===== src/hw/rtl/sst_pkg.sv =====
// ============================================================================
// sst_pkg: shared types, constants and decode helpers for the tokenizer
// Field widths, token kinds, scan modes, record layout, character classes.
// ============================================================================
package sst_pkg;

  // Field widths
  localparam int POSITION_BITS = 24;
  localparam int LINE_BITS     = 20;
  localparam int LENGTH_BITS   = 16;
  localparam int COLUMN_BITS   = 16;
  localparam int KIND_BITS     = 6;
  localparam int ERR_BITS      = 2;
  localparam int CHAR_BITS     = 8;

  // Stream payload widths
  localparam int M_FIELD_BITS  = LINE_BITS + COLUMN_BITS + POSITION_BITS + LENGTH_BITS
                                 + ERR_BITS;
  localparam int M_TDATA_BITS  = ((M_FIELD_BITS + 7) / 8) * 8;

  // Output record queue
  localparam int REC_FIFO_DEPTH = 4;
  localparam int REC_PTR_BITS   = $clog2(REC_FIFO_DEPTH);
  localparam int REC_CNT_BITS   = $clog2(REC_FIFO_DEPTH + 1);

  // Request types
  localparam logic REQ_CHAR = 1'b0;
  localparam logic REQ_END  = 1'b1;

  // Configuration register indexes
  localparam logic CFG_START_LINE   = 1'b0;
  localparam logic CFG_START_COLUMN = 1'b1;

  // Error codes
  localparam logic [ERR_BITS-1:0] ERR_NONE         = 2'd0;
  localparam logic [ERR_BITS-1:0] ERR_ILLEGAL      = 2'd1;
  localparam logic [ERR_BITS-1:0] ERR_NL_IN_STRING = 2'd2;
  localparam logic [ERR_BITS-1:0] ERR_UNCLOSED     = 2'd3;

  // Token kinds
  localparam logic [KIND_BITS-1:0] K_LBRACE   = 6'd0;
  localparam logic [KIND_BITS-1:0] K_RBRACE   = 6'd1;
  localparam logic [KIND_BITS-1:0] K_LBRACKET = 6'd2;
  localparam logic [KIND_BITS-1:0] K_RBRACKET = 6'd3;
  localparam logic [KIND_BITS-1:0] K_LPAREN   = 6'd4;
  localparam logic [KIND_BITS-1:0] K_RPAREN   = 6'd5;
  localparam logic [KIND_BITS-1:0] K_OR_OR    = 6'd6;
  localparam logic [KIND_BITS-1:0] K_GE       = 6'd7;
  localparam logic [KIND_BITS-1:0] K_GT       = 6'd8;
  localparam logic [KIND_BITS-1:0] K_EQ_EQ    = 6'd9;
  localparam logic [KIND_BITS-1:0] K_ASSIGN   = 6'd10;
  localparam logic [KIND_BITS-1:0] K_LE       = 6'd11;
  localparam logic [KIND_BITS-1:0] K_LT       = 6'd12;
  localparam logic [KIND_BITS-1:0] K_SEMI     = 6'd13;
  localparam logic [KIND_BITS-1:0] K_COLON    = 6'd14;
  localparam logic [KIND_BITS-1:0] K_COMMENT  = 6'd15;
  localparam logic [KIND_BITS-1:0] K_SLASH    = 6'd16;
  localparam logic [KIND_BITS-1:0] K_DOT      = 6'd17;
  localparam logic [KIND_BITS-1:0] K_DEC      = 6'd18;
  localparam logic [KIND_BITS-1:0] K_MINUS    = 6'd19;
  localparam logic [KIND_BITS-1:0] K_INC      = 6'd20;
  localparam logic [KIND_BITS-1:0] K_PLUS     = 6'd21;
  localparam logic [KIND_BITS-1:0] K_COMMA    = 6'd22;
  localparam logic [KIND_BITS-1:0] K_STAR     = 6'd23;
  localparam logic [KIND_BITS-1:0] K_AND_AND  = 6'd24;
  localparam logic [KIND_BITS-1:0] K_PERCENT  = 6'd25;
  localparam logic [KIND_BITS-1:0] K_NE       = 6'd26;
  localparam logic [KIND_BITS-1:0] K_NOT      = 6'd27;
  localparam logic [KIND_BITS-1:0] K_STRING   = 6'd28;
  localparam logic [KIND_BITS-1:0] K_NUMBER   = 6'd29;
  localparam logic [KIND_BITS-1:0] K_IDENT    = 6'd30;
  localparam logic [KIND_BITS-1:0] K_ERROR    = 6'd31;
  localparam logic [KIND_BITS-1:0] K_END      = 6'd32;

  // Characters
  localparam logic [CHAR_BITS-1:0] CH_CR     = 8'h0D;
  localparam logic [CHAR_BITS-1:0] CH_LF     = 8'h0A;
  localparam logic [CHAR_BITS-1:0] CH_TAB    = 8'h09;
  localparam logic [CHAR_BITS-1:0] CH_SPACE  = 8'h20;
  localparam logic [CHAR_BITS-1:0] CH_UNDER  = 8'h5F;
  localparam logic [CHAR_BITS-1:0] CH_DOT    = 8'h2E;
  localparam logic [CHAR_BITS-1:0] CH_DQUOTE = 8'h22;
  localparam logic [CHAR_BITS-1:0] CH_SQUOTE = 8'h27;

  // Scanner modes; operator modes follow the operator table order
  typedef enum logic [4:0] {
    MODE_IDLE    = 5'd0,
    MODE_BAR     = 5'd1,
    MODE_GT      = 5'd2,
    MODE_EQ      = 5'd3,
    MODE_LT      = 5'd4,
    MODE_SLASH   = 5'd5,
    MODE_MINUS   = 5'd6,
    MODE_PLUS    = 5'd7,
    MODE_AMP     = 5'd8,
    MODE_BANG    = 5'd9,
    MODE_COMMENT = 5'd10,
    MODE_STRING  = 5'd11,
    MODE_INT     = 5'd12,
    MODE_FRAC    = 5'd13,
    MODE_IDENT   = 5'd14
  } scan_mode_t;

  // One result record
  typedef struct packed {
    logic                     last;
    logic [KIND_BITS-1:0]     kind;
    logic [LINE_BITS-1:0]     line;
    logic [COLUMN_BITS-1:0]   column;
    logic [POSITION_BITS-1:0] position;
    logic [LENGTH_BITS-1:0]   length;
    logic [ERR_BITS-1:0]      error;
  } rec_t;

  // Configuration write request
  typedef struct packed {
    logic                 we;
    logic                 index;
    logic [LINE_BITS-1:0] data;
  } cfg_wr_t;

  // Single-character token lookup
  typedef struct packed {
    logic                 hit;
    logic [KIND_BITS-1:0] kind;
  } char_kind_t;

  function automatic logic is_digit(input logic [CHAR_BITS-1:0] c);
    return (c >= "0") && (c <= "9");
  endfunction

  function automatic logic is_ident_start(input logic [CHAR_BITS-1:0] c);
    return ((c >= "a") && (c <= "z")) || ((c >= "A") && (c <= "Z")) || (c == CH_UNDER);
  endfunction

  // Operator lead character -> operator mode
  function automatic scan_mode_t lead_mode(input logic [CHAR_BITS-1:0] c);
    scan_mode_t m;
    case (c)
      "|":     m = MODE_BAR;
      ">":     m = MODE_GT;
      "=":     m = MODE_EQ;
      "<":     m = MODE_LT;
      "/":     m = MODE_SLASH;
      "-":     m = MODE_MINUS;
      "+":     m = MODE_PLUS;
      "&":     m = MODE_AMP;
      "!":     m = MODE_BANG;
      default: m = MODE_IDLE;
    endcase
    return m;
  endfunction

  function automatic logic [CHAR_BITS-1:0] op_second(input scan_mode_t m);
    logic [CHAR_BITS-1:0] s;
    case (m)
      MODE_BAR:   s = "|";
      MODE_SLASH: s = "/";
      MODE_MINUS: s = "-";
      MODE_PLUS:  s = "+";
      MODE_AMP:   s = "&";
      default:    s = "=";
    endcase
    return s;
  endfunction

  function automatic logic [KIND_BITS-1:0] op_pair_kind(input scan_mode_t m);
    logic [KIND_BITS-1:0] k;
    case (m)
      MODE_BAR:   k = K_OR_OR;
      MODE_GT:    k = K_GE;
      MODE_EQ:    k = K_EQ_EQ;
      MODE_LT:    k = K_LE;
      MODE_SLASH: k = K_COMMENT;
      MODE_MINUS: k = K_DEC;
      MODE_PLUS:  k = K_INC;
      MODE_AMP:   k = K_AND_AND;
      MODE_BANG:  k = K_NE;
      default:    k = K_ERROR;
    endcase
    return k;
  endfunction

  function automatic logic [KIND_BITS-1:0] op_single_kind(input scan_mode_t m);
    logic [KIND_BITS-1:0] k;
    case (m)
      MODE_GT:    k = K_GT;
      MODE_EQ:    k = K_ASSIGN;
      MODE_LT:    k = K_LT;
      MODE_SLASH: k = K_SLASH;
      MODE_MINUS: k = K_MINUS;
      MODE_PLUS:  k = K_PLUS;
      MODE_BANG:  k = K_NOT;
      default:    k = K_ERROR;  // lone bar or ampersand
    endcase
    return k;
  endfunction

  function automatic char_kind_t single_char_kind(input logic [CHAR_BITS-1:0] c);
    char_kind_t r;
    r.hit = 1'b1;
    case (c)
      "{":     r.kind = K_LBRACE;
      "}":     r.kind = K_RBRACE;
      "[":     r.kind = K_LBRACKET;
      "]":     r.kind = K_RBRACKET;
      "(":     r.kind = K_LPAREN;
      ")":     r.kind = K_RPAREN;
      ";":     r.kind = K_SEMI;
      ":":     r.kind = K_COLON;
      ".":     r.kind = K_DOT;
      ",":     r.kind = K_COMMA;
      "*":     r.kind = K_STAR;
      "%":     r.kind = K_PERCENT;
      default: begin
        r.hit  = 1'b0;
        r.kind = K_ERROR;
      end
    endcase
    return r;
  endfunction

  // Saturating increments
  function automatic logic [LINE_BITS-1:0] sat_inc_line(input logic [LINE_BITS-1:0] v);
    return (v == '1) ? v : v + 1'b1;
  endfunction

  function automatic logic [COLUMN_BITS-1:0] sat_inc_col(input logic [COLUMN_BITS-1:0] v);
    return (v == '1) ? v : v + 1'b1;
  endfunction

  function automatic logic [POSITION_BITS-1:0] sat_inc_pos(
      input logic [POSITION_BITS-1:0] v);
    return (v == '1) ? v : v + 1'b1;
  endfunction

  function automatic logic [LENGTH_BITS-1:0] sat_inc_len(input logic [LENGTH_BITS-1:0] v);
    return (v == '1) ? v : v + 1'b1;
  endfunction

endpackage


===== src/hw/rtl/sst_scan.sv =====
// ============================================================================
// sst_scan: tokenizer state and single-pass step logic
// Holds position/line/column tracking and the scan mode; turns one request
// into zero, one or two records combinationally from the current state.
// ============================================================================
module sst_scan (
  input  logic                          clk,
  input  logic                          rst,
  input  logic                          step_en,
  input  logic                          req_type,
  input  logic [sst_pkg::CHAR_BITS-1:0] char_byte,
  input  sst_pkg::cfg_wr_t              cfg,
  output sst_pkg::rec_t                 rec0,
  output sst_pkg::rec_t                 rec1,
  output logic [1:0]                    rec_count
);

  // State
  sst_pkg::scan_mode_t                  mode;
  logic                                 quote_kind;
  logic                                 cr_seen;
  logic [sst_pkg::ERR_BITS-1:0]         sticky;
  logic [sst_pkg::LINE_BITS-1:0]        pend_line;
  logic [sst_pkg::COLUMN_BITS-1:0]      pend_col;
  logic [sst_pkg::POSITION_BITS-1:0]    pend_pos;
  logic [sst_pkg::LENGTH_BITS-1:0]      pend_len;
  logic [sst_pkg::LINE_BITS-1:0]        cur_line;
  logic [sst_pkg::COLUMN_BITS-1:0]      cur_col;
  logic [sst_pkg::POSITION_BITS-1:0]    cur_pos;
  logic [sst_pkg::LINE_BITS-1:0]        start_line;
  logic [sst_pkg::COLUMN_BITS-1:0]      start_col;

  // Byte decode
  logic                                 is_end;
  logic                                 crlf_skip;
  logic                                 is_nl;
  logic [sst_pkg::CHAR_BITS-1:0]        c;
  logic [sst_pkg::LINE_BITS-1:0]        byte_line;
  logic [sst_pkg::COLUMN_BITS-1:0]      byte_col;

  // Token start decode
  sst_pkg::scan_mode_t                  b_lead;
  sst_pkg::char_kind_t                  b_ck;
  logic                                 b_ws;
  logic                                 b_quote;
  sst_pkg::scan_mode_t                  b_mode;
  logic                                 b_emit;
  logic [sst_pkg::LENGTH_BITS-1:0]      b_plen;

  // Step control
  sst_pkg::scan_mode_t                  mode_next;
  logic                                 is_op_mode;
  logic                                 emit_pend;
  logic [sst_pkg::KIND_BITS-1:0]        pend_kind;
  logic [sst_pkg::LENGTH_BITS-1:0]      pend_rec_len;
  logic                                 do_begin;
  logic                                 len_inc;
  logic                                 len_two;
  logic [sst_pkg::ERR_BITS-1:0]         err_next;

  sst_pkg::rec_t                        pend_rec;
  sst_pkg::rec_t                        begin_rec;
  sst_pkg::rec_t                        end_rec;
  sst_pkg::rec_t                        second_rec;
  logic                                 has_second;

  always_comb begin
    is_end    = (req_type == sst_pkg::REQ_END);
    crlf_skip = !is_end && cr_seen && (char_byte == sst_pkg::CH_LF);
    is_nl     = (char_byte == sst_pkg::CH_CR) || (char_byte == sst_pkg::CH_LF);
    c         = is_nl ? sst_pkg::CH_LF : char_byte;
    byte_line = is_nl ? sst_pkg::sat_inc_line(cur_line) : cur_line;
    byte_col  = is_nl ? '0 : sst_pkg::sat_inc_col(cur_col);

    b_lead  = sst_pkg::lead_mode(c);
    b_ck    = sst_pkg::single_char_kind(c);
    b_ws    = (c == sst_pkg::CH_SPACE) || (c == sst_pkg::CH_TAB) || (c == sst_pkg::CH_LF);
    b_quote = (c == sst_pkg::CH_DQUOTE) || (c == sst_pkg::CH_SQUOTE);
    b_plen  = b_quote ? '0 : sst_pkg::LENGTH_BITS'(1);
    b_emit  = 1'b0;
    if (b_ws) begin
      b_mode = sst_pkg::MODE_IDLE;
    end else if (b_lead != sst_pkg::MODE_IDLE) begin
      b_mode = b_lead;
    end else if (b_ck.hit) begin
      b_mode = sst_pkg::MODE_IDLE;
      b_emit = 1'b1;
    end else if (b_quote) begin
      b_mode = sst_pkg::MODE_STRING;
    end else if (sst_pkg::is_digit(c)) begin
      b_mode = sst_pkg::MODE_INT;
    end else if (sst_pkg::is_ident_start(c)) begin
      b_mode = sst_pkg::MODE_IDENT;
    end else begin
      b_mode = sst_pkg::MODE_IDLE;  // unknown byte: zero-length error token
      b_emit = 1'b1;
    end
  end

  // Next-state logic
  always_comb begin
    is_op_mode   = (mode >= sst_pkg::MODE_BAR) && (mode <= sst_pkg::MODE_BANG);
    mode_next    = mode;
    emit_pend    = 1'b0;
    pend_kind    = sst_pkg::K_ERROR;
    pend_rec_len = pend_len;
    do_begin     = 1'b0;
    len_inc      = 1'b0;
    len_two      = 1'b0;
    err_next     = sticky;
    if (is_end) begin
      mode_next = sst_pkg::MODE_IDLE;
      emit_pend = (mode != sst_pkg::MODE_IDLE);
      if (is_op_mode) begin
        pend_kind    = sst_pkg::op_single_kind(mode);
        pend_rec_len = sst_pkg::LENGTH_BITS'(1);
        if (pend_kind == sst_pkg::K_ERROR) begin
          err_next = sst_pkg::ERR_ILLEGAL;
        end
      end else begin
        case (mode)
          sst_pkg::MODE_COMMENT: pend_kind = sst_pkg::K_COMMENT;
          sst_pkg::MODE_STRING: begin
            pend_kind = sst_pkg::K_ERROR;
            err_next  = sst_pkg::ERR_UNCLOSED;
          end
          sst_pkg::MODE_INT,
          sst_pkg::MODE_FRAC:   pend_kind = sst_pkg::K_NUMBER;
          sst_pkg::MODE_IDENT:  pend_kind = sst_pkg::K_IDENT;
          default:              pend_kind = sst_pkg::K_ERROR;
        endcase
      end
    end else if (!crlf_skip) begin
      if (is_op_mode) begin
        if (c == sst_pkg::op_second(mode)) begin
          if (mode == sst_pkg::MODE_SLASH) begin
            mode_next = sst_pkg::MODE_COMMENT;
            len_two   = 1'b1;
          end else begin
            emit_pend    = 1'b1;
            pend_kind    = sst_pkg::op_pair_kind(mode);
            pend_rec_len = sst_pkg::LENGTH_BITS'(2);
            mode_next    = sst_pkg::MODE_IDLE;
          end
        end else begin
          emit_pend    = 1'b1;
          pend_kind    = sst_pkg::op_single_kind(mode);
          pend_rec_len = sst_pkg::LENGTH_BITS'(1);
          if (pend_kind == sst_pkg::K_ERROR) begin
            err_next = sst_pkg::ERR_ILLEGAL;
          end
          do_begin = 1'b1;
        end
      end else begin
        case (mode)
          sst_pkg::MODE_COMMENT: begin
            if (c == sst_pkg::CH_LF) begin
              emit_pend = 1'b1;
              pend_kind = sst_pkg::K_COMMENT;
              mode_next = sst_pkg::MODE_IDLE;
            end else begin
              len_inc = 1'b1;
            end
          end
          sst_pkg::MODE_STRING: begin
            if (c == sst_pkg::CH_LF) begin
              err_next  = sst_pkg::ERR_NL_IN_STRING;
              emit_pend = 1'b1;
              pend_kind = sst_pkg::K_ERROR;
              mode_next = sst_pkg::MODE_IDLE;
            end else if (c == (quote_kind ? sst_pkg::CH_DQUOTE : sst_pkg::CH_SQUOTE)) begin
              emit_pend = 1'b1;
              pend_kind = sst_pkg::K_STRING;
              mode_next = sst_pkg::MODE_IDLE;
            end else begin
              len_inc = 1'b1;
            end
          end
          sst_pkg::MODE_INT,
          sst_pkg::MODE_FRAC: begin
            if (sst_pkg::is_digit(c) ||
                ((mode == sst_pkg::MODE_INT) && (c == sst_pkg::CH_DOT))) begin
              len_inc = 1'b1;
              if (c == sst_pkg::CH_DOT) begin
                mode_next = sst_pkg::MODE_FRAC;
              end
            end else begin
              emit_pend = 1'b1;
              pend_kind = sst_pkg::K_NUMBER;
              do_begin  = 1'b1;
            end
          end
          sst_pkg::MODE_IDENT: begin
            if (sst_pkg::is_ident_start(c) || sst_pkg::is_digit(c)) begin
              len_inc = 1'b1;
            end else begin
              emit_pend = 1'b1;
              pend_kind = sst_pkg::K_IDENT;
              do_begin  = 1'b1;
            end
          end
          default: do_begin = 1'b1;
        endcase
      end
      if (do_begin) begin
        mode_next = b_mode;
      end
    end
  end

  // Record outputs
  always_comb begin
    pend_rec = '{last: 1'b0, kind: pend_kind, line: pend_line, column: pend_col,
                 position: pend_pos, length: pend_rec_len, error: err_next};
    begin_rec = '{last: 1'b0, kind: b_ck.hit ? b_ck.kind : sst_pkg::K_ERROR,
                  line: byte_line, column: byte_col, position: cur_pos,
                  length: b_ck.hit ? sst_pkg::LENGTH_BITS'(1) : '0, error: err_next};
    end_rec = '{last: 1'b0, kind: sst_pkg::K_END, line: cur_line,
                column: sst_pkg::sat_inc_col(cur_col), position: cur_pos,
                length: '0, error: err_next};
    second_rec = is_end ? end_rec : begin_rec;
    has_second = is_end || (do_begin && b_emit);
    if (emit_pend) begin
      rec0      = pend_rec;
      rec1      = second_rec;
      rec_count = has_second ? 2'd2 : 2'd1;
    end else begin
      rec0      = second_rec;
      rec1      = second_rec;
      rec_count = has_second ? 2'd1 : 2'd0;
    end
    rec0.last = (rec_count == 2'd1);
    rec1.last = 1'b1;
  end

  always_ff @(posedge clk) begin
    if (rst) begin
      mode       <= sst_pkg::MODE_IDLE;
      quote_kind <= 1'b0;
      cr_seen    <= 1'b0;
      sticky     <= sst_pkg::ERR_NONE;
      pend_line  <= '0;
      pend_col   <= '0;
      pend_pos   <= '0;
      pend_len   <= '0;
      cur_line   <= sst_pkg::LINE_BITS'(1);
      cur_col    <= '0;
      cur_pos    <= '0;
      start_line <= sst_pkg::LINE_BITS'(1);
      start_col  <= '0;
    end else begin
      if (step_en) begin
        if (is_end) begin
          // restart from the configured origin
          mode       <= sst_pkg::MODE_IDLE;
          quote_kind <= 1'b0;
          cr_seen    <= 1'b0;
          sticky     <= sst_pkg::ERR_NONE;
          pend_line  <= '0;
          pend_col   <= '0;
          pend_pos   <= '0;
          pend_len   <= '0;
          cur_line   <= start_line;
          cur_col    <= start_col;
          cur_pos    <= '0;
        end else if (crlf_skip) begin
          cr_seen <= 1'b0;
          cur_pos <= sst_pkg::sat_inc_pos(cur_pos);
        end else begin
          cr_seen  <= (char_byte == sst_pkg::CH_CR);
          cur_pos  <= sst_pkg::sat_inc_pos(cur_pos);
          cur_line <= byte_line;
          cur_col  <= byte_col;
          mode     <= mode_next;
          sticky   <= err_next;
          if (do_begin) begin
            pend_line <= byte_line;
            pend_col  <= byte_col;
            pend_pos  <= cur_pos;
            pend_len  <= b_plen;
            if (b_quote) begin
              quote_kind <= (c == sst_pkg::CH_DQUOTE);
            end
          end else if (len_two) begin
            pend_len <= sst_pkg::LENGTH_BITS'(2);
          end else if (len_inc) begin
            pend_len <= sst_pkg::sat_inc_len(pend_len);
          end
        end
      end
      if (cfg.we) begin
        if (cfg.index == sst_pkg::CFG_START_LINE) begin
          start_line <= cfg.data;
          if (cur_pos == '0) begin
            cur_line <= cfg.data;
          end
        end else begin
          start_col <= cfg.data[sst_pkg::COLUMN_BITS-1:0];
          if (cur_pos == '0) begin
            cur_col <= cfg.data[sst_pkg::COLUMN_BITS-1:0];
          end
        end
      end
    end
  end

  // Assertions
  a_rec_count_max: assert property (@(posedge clk) disable iff (rst)
    step_en |-> (rec_count != 2'd3))
    else $error("scan produced more than two records");

  a_end_single: assert property (@(posedge clk) disable iff (rst)
    (step_en && is_end && (rec_count == 2'd1)) |-> (rec0.kind == sst_pkg::K_END))
    else $error("lone end record has wrong kind");

  a_end_restart: assert property (@(posedge clk) disable iff (rst)
    (step_en && is_end && !cfg.we) |=> ((cur_pos == '0) && (mode == sst_pkg::MODE_IDLE)
                                        && (sticky == sst_pkg::ERR_NONE)))
    else $error("end request did not restart scanner");

endmodule


===== src/hw/rtl/sst_rec_fifo.sv =====
// ============================================================================
// sst_rec_fifo: output record queue
// Takes up to two records per cycle, hands out one per cycle while out_ready is high.
// ============================================================================
module sst_rec_fifo (
  input  logic          clk,
  input  logic          rst,
  input  logic [1:0]    push_n,
  input  sst_pkg::rec_t in_rec0,
  input  sst_pkg::rec_t in_rec1,
  output logic          room,
  output logic          out_valid,
  input  logic          out_ready,
  output sst_pkg::rec_t out_rec
);

  sst_pkg::rec_t                     mem [sst_pkg::REC_FIFO_DEPTH];
  logic [sst_pkg::REC_PTR_BITS-1:0]  wr_ptr;
  logic [sst_pkg::REC_PTR_BITS-1:0]  rd_ptr;
  logic [sst_pkg::REC_CNT_BITS-1:0]  count;
  logic [sst_pkg::REC_CNT_BITS-1:0]  count_next;
  logic                              pop;

  assign out_valid  = (count != '0);
  assign out_rec    = mem[rd_ptr];
  assign pop        = out_valid && out_ready;
  // room for a full two-record item
  assign room       = (count <= sst_pkg::REC_CNT_BITS'(sst_pkg::REC_FIFO_DEPTH - 2));
  assign count_next = count + sst_pkg::REC_CNT_BITS'(push_n)
                      - sst_pkg::REC_CNT_BITS'(pop);

  always_ff @(posedge clk) begin
    if (push_n != 2'd0) begin
      mem[wr_ptr] <= in_rec0;
    end
    if (push_n == 2'd2) begin
      mem[sst_pkg::REC_PTR_BITS'(wr_ptr + 1'b1)] <= in_rec1;
    end
  end

  always_ff @(posedge clk) begin
    if (rst) begin
      wr_ptr <= '0;
      rd_ptr <= '0;
      count  <= '0;
    end else begin
      wr_ptr <= sst_pkg::REC_PTR_BITS'(wr_ptr + push_n);
      if (pop) begin
        rd_ptr <= sst_pkg::REC_PTR_BITS'(rd_ptr + 1'b1);
      end
      count <= count_next;
    end
  end

  // Assertions
  a_no_overflow: assert property (@(posedge clk) disable iff (rst)
    count <= sst_pkg::REC_CNT_BITS'(sst_pkg::REC_FIFO_DEPTH))
    else $error("record queue overflow");

  a_push_with_room: assert property (@(posedge clk) disable iff (rst)
    (push_n != 2'd0) |-> room)
    else $error("push without room");

  a_pair_ends_run: assert property (@(posedge clk) disable iff (rst)
    (push_n == 2'd2) |-> (in_rec1.last && !in_rec0.last))
    else $error("record pair has wrong end-of-run marks");

endmodule


===== src/hw/rtl/source_text_tokenizer.sv =====
// ============================================================================
// source_text_tokenizer: streaming lexical tokenizer for C-style source text
// Top level: input request register, scanner, output record queue.
// ============================================================================
// Accepts one request per clock while the queue has room: a source byte
// (s_tuser = 0) or an end-of-input marker (s_tuser = 1). A request is held in
// the input register, then the scanner resolves it in a single pass and drops
// zero, one or two token records into a four-entry output queue that feeds the
// master side. Sustained rate is one request per cycle while items average at
// most one record; an item that yields two records (a pending operator, number
// or identifier closed by a single-character or unknown byte, or any pending
// token plus the end record) leaves the queue record by record, so its drain
// rate of one record per cycle sets the long-run ceiling. s_tready stays high
// while the master side is stalled until the queue holds more than two records.
// Configuration writes (start_line, start_column) are always accepted; issue
// them only while the block is idle. They take effect at the next restart,
// and also at once while no byte has arrived since the last restart. No
// memory clearing is done after reset.
// ============================================================================
module source_text_tokenizer (
  input  logic                             clk,
  input  logic                             rst,
  // Request input
  input  logic                             s_tvalid,
  output logic                             s_tready,
  input  logic [7:0]                       s_tdata,   // [7:0] char_byte
  input  logic                             s_tuser,   // [0] req_type
  // Token record output
  output logic                             m_tvalid,
  input  logic                             m_tready,
  output logic [sst_pkg::M_TDATA_BITS-1:0] m_tdata,   // token_line, token_column,
                                                      // token_position,
                                                      // lexeme_length, error_code,
                                                      // zero pad
  output logic                             m_tlast,   // last_of_run
  output logic [sst_pkg::KIND_BITS-1:0]    m_tuser,   // [5:0] token_kind
  // Configuration write
  input  logic                             cfg_valid,
  output logic                             cfg_ready,
  input  logic                             cfg_index,
  input  logic [sst_pkg::LINE_BITS-1:0]    cfg_data
);

  // Input request register
  logic                          in_vld;
  logic                          in_type;
  logic [sst_pkg::CHAR_BITS-1:0] in_byte;

  logic                          step_fire;
  logic                          room;
  logic [1:0]                    rec_count;
  logic [1:0]                    push_n;
  sst_pkg::rec_t                 rec0;
  sst_pkg::rec_t                 rec1;
  sst_pkg::rec_t                 out_rec;
  sst_pkg::cfg_wr_t              cfg;

  // Step when the queue can take a worst-case two-record item
  assign step_fire = in_vld && room;
  assign s_tready  = !in_vld || step_fire;
  assign push_n    = step_fire ? rec_count : 2'd0;

  assign cfg_ready = 1'b1;
  assign cfg.we    = cfg_valid && cfg_ready;
  assign cfg.index = cfg_index;
  assign cfg.data  = cfg_data;

  always_ff @(posedge clk) begin
    if (rst) begin
      in_vld <= 1'b0;
    end else if (s_tvalid && s_tready) begin
      in_vld <= 1'b1;
    end else if (step_fire) begin
      in_vld <= 1'b0;
    end
  end

  // Payload: no reset needed
  always_ff @(posedge clk) begin
    if (s_tvalid && s_tready) begin
      in_type <= s_tuser;
      in_byte <= s_tdata;
    end
  end

  sst_scan u_scan (
    .clk       (clk),
    .rst       (rst),
    .step_en   (step_fire),
    .req_type  (in_type),
    .char_byte (in_byte),
    .cfg       (cfg),
    .rec0      (rec0),
    .rec1      (rec1),
    .rec_count (rec_count)
  );

  sst_rec_fifo u_rec_fifo (
    .clk       (clk),
    .rst       (rst),
    .push_n    (push_n),
    .in_rec0   (rec0),
    .in_rec1   (rec1),
    .room      (room),
    .out_valid (m_tvalid),
    .out_ready (m_tready),
    .out_rec   (out_rec)
  );

  // Output packing, first field in the low bits
  assign m_tlast = out_rec.last;
  assign m_tuser = out_rec.kind;
  assign m_tdata = sst_pkg::M_TDATA_BITS'({out_rec.error, out_rec.length, out_rec.position,
                                           out_rec.column, out_rec.line});

endmodule

===== config.mk =====
export PLATFORM = sky130hd
export DESIGN_NAME = source_text_tokenizer
export DESIGN_NICKNAME = d
export VERILOG_FILES = /design/src/hw/rtl/sst_pkg.sv /design/src/hw/rtl/sst_scan.sv /design/src/hw/rtl/sst_rec_fifo.sv /design/src/hw/rtl/source_text_tokenizer.sv
export SDC_FILE = /design/constraint.sdc
export NUM_CORES = 1
export LEC_CHECK = 0
export BUFFER_PORTS_ARGS = -buffer_cell sky130_fd_sc_hd__buf_2
export CELL_PAD_IN_SITES_DETAIL_PLACEMENT = 1
export CELL_PAD_IN_SITES_GLOBAL_PLACEMENT = 1
export CORE_AREA = 4 4 168 333
export DETAILED_ROUTE_END_ITERATION = 7
export DIE_AREA = 0 0 172 337
export PLACE_DENSITY_LB_ADDON = 0.1
export SYNTH_ARGS = -nofsm -noshare
export SYNTH_HDL_FRONTEND = slang
export SYNTH_HIERARCHICAL = 1
export SYNTH_SLANG_ARGS = --single-unit

===== constraint.sdc =====
create_clock -name clk -period 19.4 [get_ports clk]
set_clock_uncertainty 0.15 [all_clocks]
set_input_delay 0.97 -clock clk [delete_from_list [all_inputs] [get_ports clk]]
set_output_delay 0.97 -clock clk [all_outputs]
set_load 0.02 [all_outputs]

# Word-level counts from Yosys, hierarchy flattened
# Memory sizes are Yosys's and may differ from the RTL's. A register that Yosys moved wholly into a read port is not among the register bits.
# Index checks and enable logic that the tools add are counted.
[classes]
n_mux = 162
n_reduce_logical = 44
n_bitwise = 1
n_eq_ne = 61
add_sub_neg = 9
n_lt_le_gt_ge = 9
[ops]
columns = ["op", "count"]
rows = [
  ["2-to-1 mux 16 bit", 23],
  ["2-to-1 mux 20 bit", 11],
  ["2-to-1 mux 84 bit", 2],
  ["== test 8 x 6 -> 1 bit, second input constant", 19],
  ["2-to-1 mux 24 bit", 5],
  ["2-to-1 mux 5 bit", 17],
  ["2-to-1 mux 6 bit", 14],
  ["case mux 5 bit (12 select lines)", 1],
  ["2-to-1 mux 1 bit", 52],
  ["== test 8 x 7 -> 1 bit, second input constant", 6],
  ["2-to-1 mux 2 bit", 19],
  ["case mux 4 bit (9 select lines)", 1],
  ["== test 5 x 4 -> 1 bit, second input constant", 7],
  ["case mux 5 bit (7 select lines)", 1],
  ["case mux 7 bit (5 select lines)", 1],
  ["adder 16 x 1 -> 16 bit, second input constant", 2],
  ["== test 16 bit, second input constant", 2],
  ["== test 8 x 4 -> 1 bit, second input constant", 4],
  ["2-to-1 mux 8 bit", 4],
  ["case mux 5 bit (3 select lines)", 2],
  ["adder 24 x 1 -> 24 bit, second input constant", 1],
  ["== test 24 bit, second input constant", 1],
  ["logical NOT 24 bit", 1],
  ["case mux 6 bit (4 select lines)", 1],
  ["other kinds (44)", 89],
]
[totals]
ff_bits = 198
output_inout_bits = 90
mem_count = 2
word_cells = 307
input_bits = 35
ramBits = 340
romBits = 80
[mem_list]
columns = ["name", "depth", "word_bits", "read_ports", "rd_ports_with_merged_regs", "write_ports", "line", "source"]
rows = [
  ["u_rec_fifo.mem", 4, 85, 1, 1, 2, "sst_rec_fifo.sv:17", "sst_pkg::rec_t mem [sst_pkg::REC_FIFO_DEPTH];"],
  ["(name not given)", 16, 5, 1, 1, 0, "sst_pkg.sv:169", "case (m)"],
]

# Depth between registers and ports, before layout
# Gate-level depths: netlist of run 1.
[depth]
ltp_word = 23
ltp_mapped = 18
ltp_nobuf = 15

# By module
# Netlist of run 1, hierarchy kept.
[modules_own_cells]
columns = ["mod", "area_per_inst_um2", "seq_area_each_um2", "cells_each", "instances"]
rows = [
  ["sst_rec_fifo", 16915.0, 10390.0, 872, 1],
  ["sst_scan", 11818.8, 3703.6, 1589, 1],
  ["source_text_tokenizer", 377.9, 290.3, 22, 1],
]

# Least setup slack after synthesis of run 1
# Ideal clock, no wire load.
[synth_path]
kind = "reg-to-reg"
startpoint = "register in_byte[4] (netlist name)"
endpoint = "memory u_rec_fifo/mem[0][0] (netlist name), enable pin"
synth_period_minus_slack_ns = 10.533
slack_ns = 8.867
arrival_time_ns = 9.738
n_path_buf = 2
setup_ns = 0.646
path_stages_with_launch = 15
t_required_ns = 18.604
cell_sequence = "edfxtp_1 buf_6 or4_4 or3_1 a2111o_1 nor4_4 o211ai_1 a221oi_4 nor2_1 a41o_1 ha_1 buf_4 and3_2 o21bai_1 o21ai_0"
[synth_rtl]
columns = ["item", "line", "source"]
rows = [
  ["start, declared", "source_text_tokenizer.sv:47", "logic [sst_pkg::CHAR_BITS-1:0] in_byte;"],
  ["start signal, assigned", "source_text_tokenizer.sv:82", "in_byte <= s_tdata;"],
  ["end, declared", "sst_rec_fifo.sv:17", ""],
]

==> impl_results.md, run 1 <==
* RR Startpoint: in_byte[5]
* Routed wire per std cell at 26.8 um
* Post-synthesis sequential area ratio at 49.4%
* EDFF count, synth at 349
* FILL cells at 5,481
* Clock Tree Root: clkbuf_16
* Final setup viols at 0
* Synth Instances at 2,483
* FF-to-FF path depth at 14
* Max Transition Viols Final at 0
* CTS Buffer Depth at 3
* PortBufs at 121
* Comb power frac at 23.7%
* Hold path depth at 2
* Initial antenna violation count at 0
* Top-count cell post-synth: edfxtp_1
* Dpl hpwl at 56.0 mm
* Net Sw Power at 0.968 mW
* # hold bufs at CTS at 0
* Non-Filler Instances at 3,209
* Design Power at 3.10 mW
* TritonCTS Buffers at 49
* Worst VDD drop at 0.0000764 V
* Vias/cell at 6.37
* Distinct cells, synth at 99
* TritonCTS clock tree: done
* I/O Pins at 125
* CP most frequent cell: buf_4
* Area grow syn2layout at 7.87%
* DRC viols at 0
* Clock sinks at 544
* Pwr Density at 98.9 nW/um^2
* CTS H-tree lvls at 2
* Synth area leader: edfxtp_1
* Setup TNS at 0 ns
* Vias at 20,442
* Post-synthesis sequential element count at 544
* Period minus WS final at 7.13 ns
* Switch share at 31.2%
* Hold_ws at 0.308 ns
* Final core occ at 58.8%
* CP cell instances: or4_4, or3_1, a2111o_1, nor4_4, nand2_2, a221oi_4, nor2_1, a41o_1, ha_1, and3_2, nor4bb_4, buf_4, o21bai_4, buf_4
* Final Hold Viols at 0
* Sequential power share at 45.1%
* Crit-path slowest cell: buf_4
* Register Area at 14,400 sq um
* Setup CP Type: flop to flop
* Die H at 337 um
* Post-synth ARST share at 0%
* Pin count of the biggest net entering global routing at 87
* Relative slew slack at 21.7%
* Cell Int Power at 2.14 mW
* Routed Antenna Nets at 0
* Critical path peak fanout at 59
* Die ar. at 58,000 sq um
* CP startpoint kind: flop
* Iter 0 DRT Violations at 1,136
* Gpl congestion at 0.869
* Least-Margin Pin Slew at 1.17 ns
* Final period util at 36.7%
* CP peak stage delay at 0.88 ns
* Clk pwr share at 31.2%
* Remaining Overflow, GRT at 0
* R2r setup slk at 12.27 ns
* Gr usage total at 29.6%
* Leak pwr at 11.1 nW
* Vias in the first global route at 22,229
* WHS Endpoint: u_scan/start_line[3]
* Starting density of the core at 54.5%
* Post-CTS resize count at 0
* Final wirelength at 86.0 mm
* Multi-input logic area at 13,600 sq um
* Maximum clock rate at 0.140 GHz
* Arr. time, crit path at 7.19 ns
* Cells after DPL at 3,117
* First-pass GRT wire length at 132 mm
* Ys Warns at 6
* DR pass1 iterations at 5
* Setup Buffers After CTS at 0
* RSZ-0062 raised after global routing: false
* RR Endpoint: u_rec_fifo/mem[2][51]
* Antenna diode count at 0
* Post-synth top area share at 36.0%
* Synth area leaders: edfxtp_1, dfxtp_1, mux2_2
* Most common library cells after synthesis: edfxtp_1, mux2_2, nor2_1
* Outcome: finished clean
* Maxcap violations at 0
* Num rows at 120
* Core Region at 53,500 sq um
* CP endpoint kind: flop
* Die Width at 172 um
* Hold Crit Class: flop to flop
* Clock-pin slew on the worst setup and hold paths at 0.07 ns
* Hold Startpoint: u_scan/start_line[3]
* Syn avg cell area at 11.7 sq um
* Layout cells sized above 1 at 27.7%
* Most used DFF post-synth: edfxtp_1
* Clk_lat worst skew at 0.60 ns
* Synth Cell Area at 29,100 sq um
* Final Net Count at 2,547
* WP data required at 19.47 ns
[critical path: cells and delay by family, from the launching register on]
kind / cells / cell delay (ns)
AND/OR/NAND/NOR: 7 / 2.28
AO/OA/AOI/OAI: 4 / 1.88
buffers and inverters: 2 / 1.45
flip-flops: 1 / 0.56
adder cells (fa/ha/maj): 1 / 0.33
[through the flow]
| step | instance area [sq um] | worst slack [ns] |
|---|---|---|
| after floorplan | 29200 | 8.87 |
| after detailed placement | 29900 | 12.25 |
| after global placement | 29900 | 12.38 |
| after CTS | 31400 | 12.22 |
| final | 31400 | 12.27 |
| after global routing | 31400 | 11.98 |
[sequential cells by signal, indices dropped and copies added, names as in the netlist, named ones only]
name / cells
u_scan/pend_len: 16
u_scan/cur_line: 20
u_rec_fifo/rd_ptr: 2
u_scan/sticky: 2
u_rec_fifo/wr_ptr: 2
u_scan/quote_kind: 1
u_scan/cur_col: 16
u_scan/pend_col: 16
u_scan/mode: 4
in_vld: 1
in_byte: 8
u_scan/start_line: 20
in_type: 1
u_scan/start_col: 16
u_rec_fifo/count: 3
u_scan/cur_pos: 24
u_rec_fifo/mem: 340
u_scan/pend_pos: 24
u_scan/pend_line: 20
u_scan/cr_seen: 1
[layout by cell type (no fill, tap or decap), drive strengths merged, types with 10 or more instances in the layout]
| master | count |
|---|---|
| and3 | 17 |
| mux2i | 21 |
| a311oi | 16 |
| a221oi | 19 |
| dfxtp | 195 |
| mux4 | 85 |
| nand4 | 25 |
| nand2b | 20 |
| xnor2 | 27 |
| edfxtp | 349 |
| a211oi | 12 |
| nor2b | 13 |
| a21o | 11 |
| clkinv | 20 |
| o21ai | 55 |
| xor2 | 36 |
| nand3 | 49 |
| nand2 | 185 |
| and2 | 25 |
| nor3 | 80 |
| ha | 14 |
| a21oi | 168 |
| nor2 | 226 |
| or3 | 16 |
| buf | 158 |
| a31oi | 10 |
| clkbuf | 67 |
| inv | 34 |
| conb | 19 |
| nor3b | 21 |
| mux2 | 399 |
| o21a | 14 |
[area by class of cell]
class	count	area share, %
Inverter	33	0.394
Multi-Input combinational cell	1711	43.3
Sequential cell	544	45.8
Clock inverter	25	0.741
Tap cell	671	2.67
Clock buffer	67	4.20
Timing Repair Buffer	158	2.83
[kinds of logic (layout without fill, tap and decap cells)]
logic type / after synthesis / in the layout / synth area share (%)
simple gates: 713 / 713 / 11.8
flops: 544 / 544 / 49.4
mux: 505 / 505 / 22.7
compound gates: 394 / 394 / 9.00
buf+inv: 243 / 283 / 4.33
xor+xnor: 65 / 65 / 2.05
fa+ha+maj: 15 / 15 / 0.670
other cells: 4 / 19 / 0.0516
[worst max-delay path by stage]
stage                       endpoint        from  depth (start not counted)  slack, ns
6_report       u_rec_fifo/mem[2][51]  in_byte[5]                         14      12.27
5_1_grt        u_rec_fifo/mem[2][52]  in_byte[5]                         14      11.98
4_1_cts        u_rec_fifo/mem[2][52]  in_byte[5]                         14      12.22
3_5_place_dp   u_rec_fifo/mem[2][48]  in_byte[5]                         14      12.25
3_3_place_gp   u_rec_fifo/mem[2][49]  in_byte[5]                         14      12.38
2_1_floorplan   u_rec_fifo/mem[0][0]  in_byte[4]                         14       8.87
[routing by layer]
layer	wire, um	up-vias	track usage [%]
li1	-	9304	-
met2	45900	509	54.0
met4	3440	0	11.0
met1	33600	10469	35.8
met3	3080	160	2.75
met5	0	-	0
[power by group through the flow]
stage / Clock (mW) / Sequential, mW / Combinational, mW
CTS: 0.990 / 1.40 / 0.741
finish: 0.969 / 1.40 / 0.736
floorplan: 0 / 1.38 / 0.545
global route: 1.03 / 1.41 / 0.787
detailed placement: 0 / 1.43 / 0.735
global placement: 0 / 1.42 / 0.718
Note: power is estimated with default switching activity, not from simulation.
==> inputs of run 2 (changes only) <==
- CORE_AREA: 4 4 168 333 -> 4 4 174 345
- DIE_AREA: 0 0 172 337 -> 0 0 178 349
- clock period: 19.4 -> 6.6 ns (I/O delays scaled with it)
==> run 2 against run 1 <==
Net effect:
- non-clock buffer count rose by 54
- clock-buffer cell count rose by 4
- final area rose by 2.7%
- register-to-register slack got worse by 11 ns
- combinational power rose to 3.1 times the previous value
- utilization fell by 2.4 points
- worst setup slack got worse by 11 ns
- via count rose by 0.34%
- global-route usage fell by 2.2 points
- total power rose to 3.0 times the previous value
- sequential power rose to 2.9 times the previous value
==> impl_results.md, run 2 (synthesized netlist as in run 1, its figures left out) <==
* CP peak stage delay at 0.60 ns
* Area grow syn2layout at 10.7%
* Die H at 349 um
* Setup Buffers After CTS at 0
* Outcome: finished clean
* RR Startpoint: in_byte[5]
* DP Area at 30,300 sq um
* CP Buf/Inv Count at 2
* Max Transition Viols Final at 0
* Remaining Overflow, GRT at 0
* Antenna diode count at 0
* Starting density of the core at 50.9%
* CP most frequent cell: buf_4
* Die ar. at 62,100 sq um
* Final core occ at 56.3%
* Setup TNS at 0 ns
* Final Net Count at 2,601
* WP data required at 6.79 ns
* Pwr Density at 288 nW/um^2
* PortBufs at 121
* Clock Tree Root: clkbuf_16
* PnR worst setup slack at 0.870 ns
* TritonCTS clock tree: done
* Dpl hpwl at 55.5 mm
* Vias in the first global route at 22,074
* Final Instance Area at 32,200 sq um
* Number of flip-flops in the largest register at 340
* Iter 0 DRT Violations at 1,220
* Largest Register: u_rec_fifo/mem
* Arr. time, crit path at 5.92 ns
* Final period util at 86.8%
* Critical path startpoint: in_byte[5]
* Pin count of the biggest net entering global routing at 101
* Layout cells sized above 1 at 28.3%
* TritonCTS Buffers at 49
* I/O Pins at 125
* Most frequent cells in the layout: edfxtp_1, mux2_2, nor2_1
* Worst VDD drop at 0.000190 V
* Maxcap violations at 0
* Initial antenna violation count at 0
* RSZ-0062 raised after global routing: false
* Least-Margin Pin Slew at 1.07 ns
* Hold Crit Class: input pin to flop
* Critical path peak fanout at 28
* CP startpoint kind: flop
* CTS Buffer Depth at 3
* Clock sinks at 544
* Routed wire per std cell at 25.4 um
* CP endpoint kind: flop
* Final setup viols at 0
* Post-CTS resize count at 0
* Clock-pin slew on the worst setup and hold paths at 0.07 ns
* CP cell instances: or4_4, or3_1, a2111o_1, nor4_4, nand2_2, a221oi_4, buf_4, nor2_1, a41o_1, ha_1, and3_2, nand4b_1, buf_4, mux2_2
* Most common cell after layout, fill and taps aside: edfxtp_1
* Leak pwr at 11.5 nW
* Setup CP Type: flop to flop
* Die Width at 178 um
* DRC viols at 0
* # hold bufs at CTS at 30
* Hold Startpoint: m_tready
* Relative slew slack at 28.7%
* Routed Antenna Nets at 0
* Num rows at 124
* Design Power at 9.28 mW
* Vias at 20,511
* Cells after DPL at 3,226
* Gr usage total at 27.4%
* First-pass GRT wire length at 132 mm
* CP top delay family: simple AND/OR/NAND/NOR gates
* Pre-CTS setup slack at 0.865 ns
* CTS H-tree lvls at 2
* Crit-path slowest cell: or4_4
* Final Hold Viols at 0
* Clk_lat worst skew at 0.60 ns
* Gpl congestion at 0.908
* Vias/cell at 6.13
* Core Region at 57,200 sq um
* Maximum clock rate at 0.175 GHz
* Final wirelength at 85.0 mm
* Non-Filler Instances at 3,346
* DR pass1 iterations at 5
* Period minus WS final at 5.73 ns
* Hold_ws at 0.0476 ns
* Largest regs: u_rec_fifo/mem: 340 flops, u_scan/cur_pos: 24 flops, u_scan/pend_pos: 24 flops
-- run 2: cell types whose count changed in the layout (fill, tap and decap cells not counted), moves of 2 or more --
cell	delta
clkbuf_8	+9
dlygate4sd3_1	+30
clkinv_4	-2
buf_4	+12
inv_6	-2
clkbuf_1	-6
clkbuf_16	+2
buf_12	+12
clkinv_1	-2
-- run 2: worst paths after layout --
kind,end,slack (ns),depth (start not counted)
max reg2reg,u_rec_fifo/mem[0][18],0.87,14
min reg2reg,u_scan/start_col[7],0.31,2
min,u_rec_fifo/rd_ptr[1],0.05,3
max,u_rec_fifo/mem[0][18],0.87,14
-- run 2: worst register-to-register path: cells and delay by family (launching register included) --
kind	cells	cell delay, ns
mux	1	0.43
buf+inv	2	0.75
compound gates	3	1.01
flops	1	0.54
fa+ha+maj	1	0.35
simple gates	7	2.25
-- run 2: area by class of cell --
| type | instances | area, sq um |
|---|---|---|
| fill | 5915 | 25000 |
| sequential | 544 | 14400 |
| multi-input combinational | 1711 | 13600 |
| timing repair buffer | 212 | 1520 |
| clock buffer | 71 | 1460 |
| tap | 756 | 946 |
| clock inverter | 19 | 190 |
| inverter | 33 | 124 |
-- run 2: layer usage --
metal,wire (um),global-route usage (%),vias up
met5,0,0,-
met4,3340,10.3,0
met3,2850,2.45,149
met2,46000,51.3,457
met1,32800,31.9,10520
li1,-,-,9385
-- run 2: power breakdown --
| group | switching [mW] | internal [mW] | total [mW] |
|---|---|---|---|
| clock | 1.32 | 1.66 | 2.98 |
| sequential | 0.173 | 3.88 | 4.05 |
| combinational | 1.35 | 0.896 | 2.25 |
| total | 2.85 | 6.44 | 9.28 |
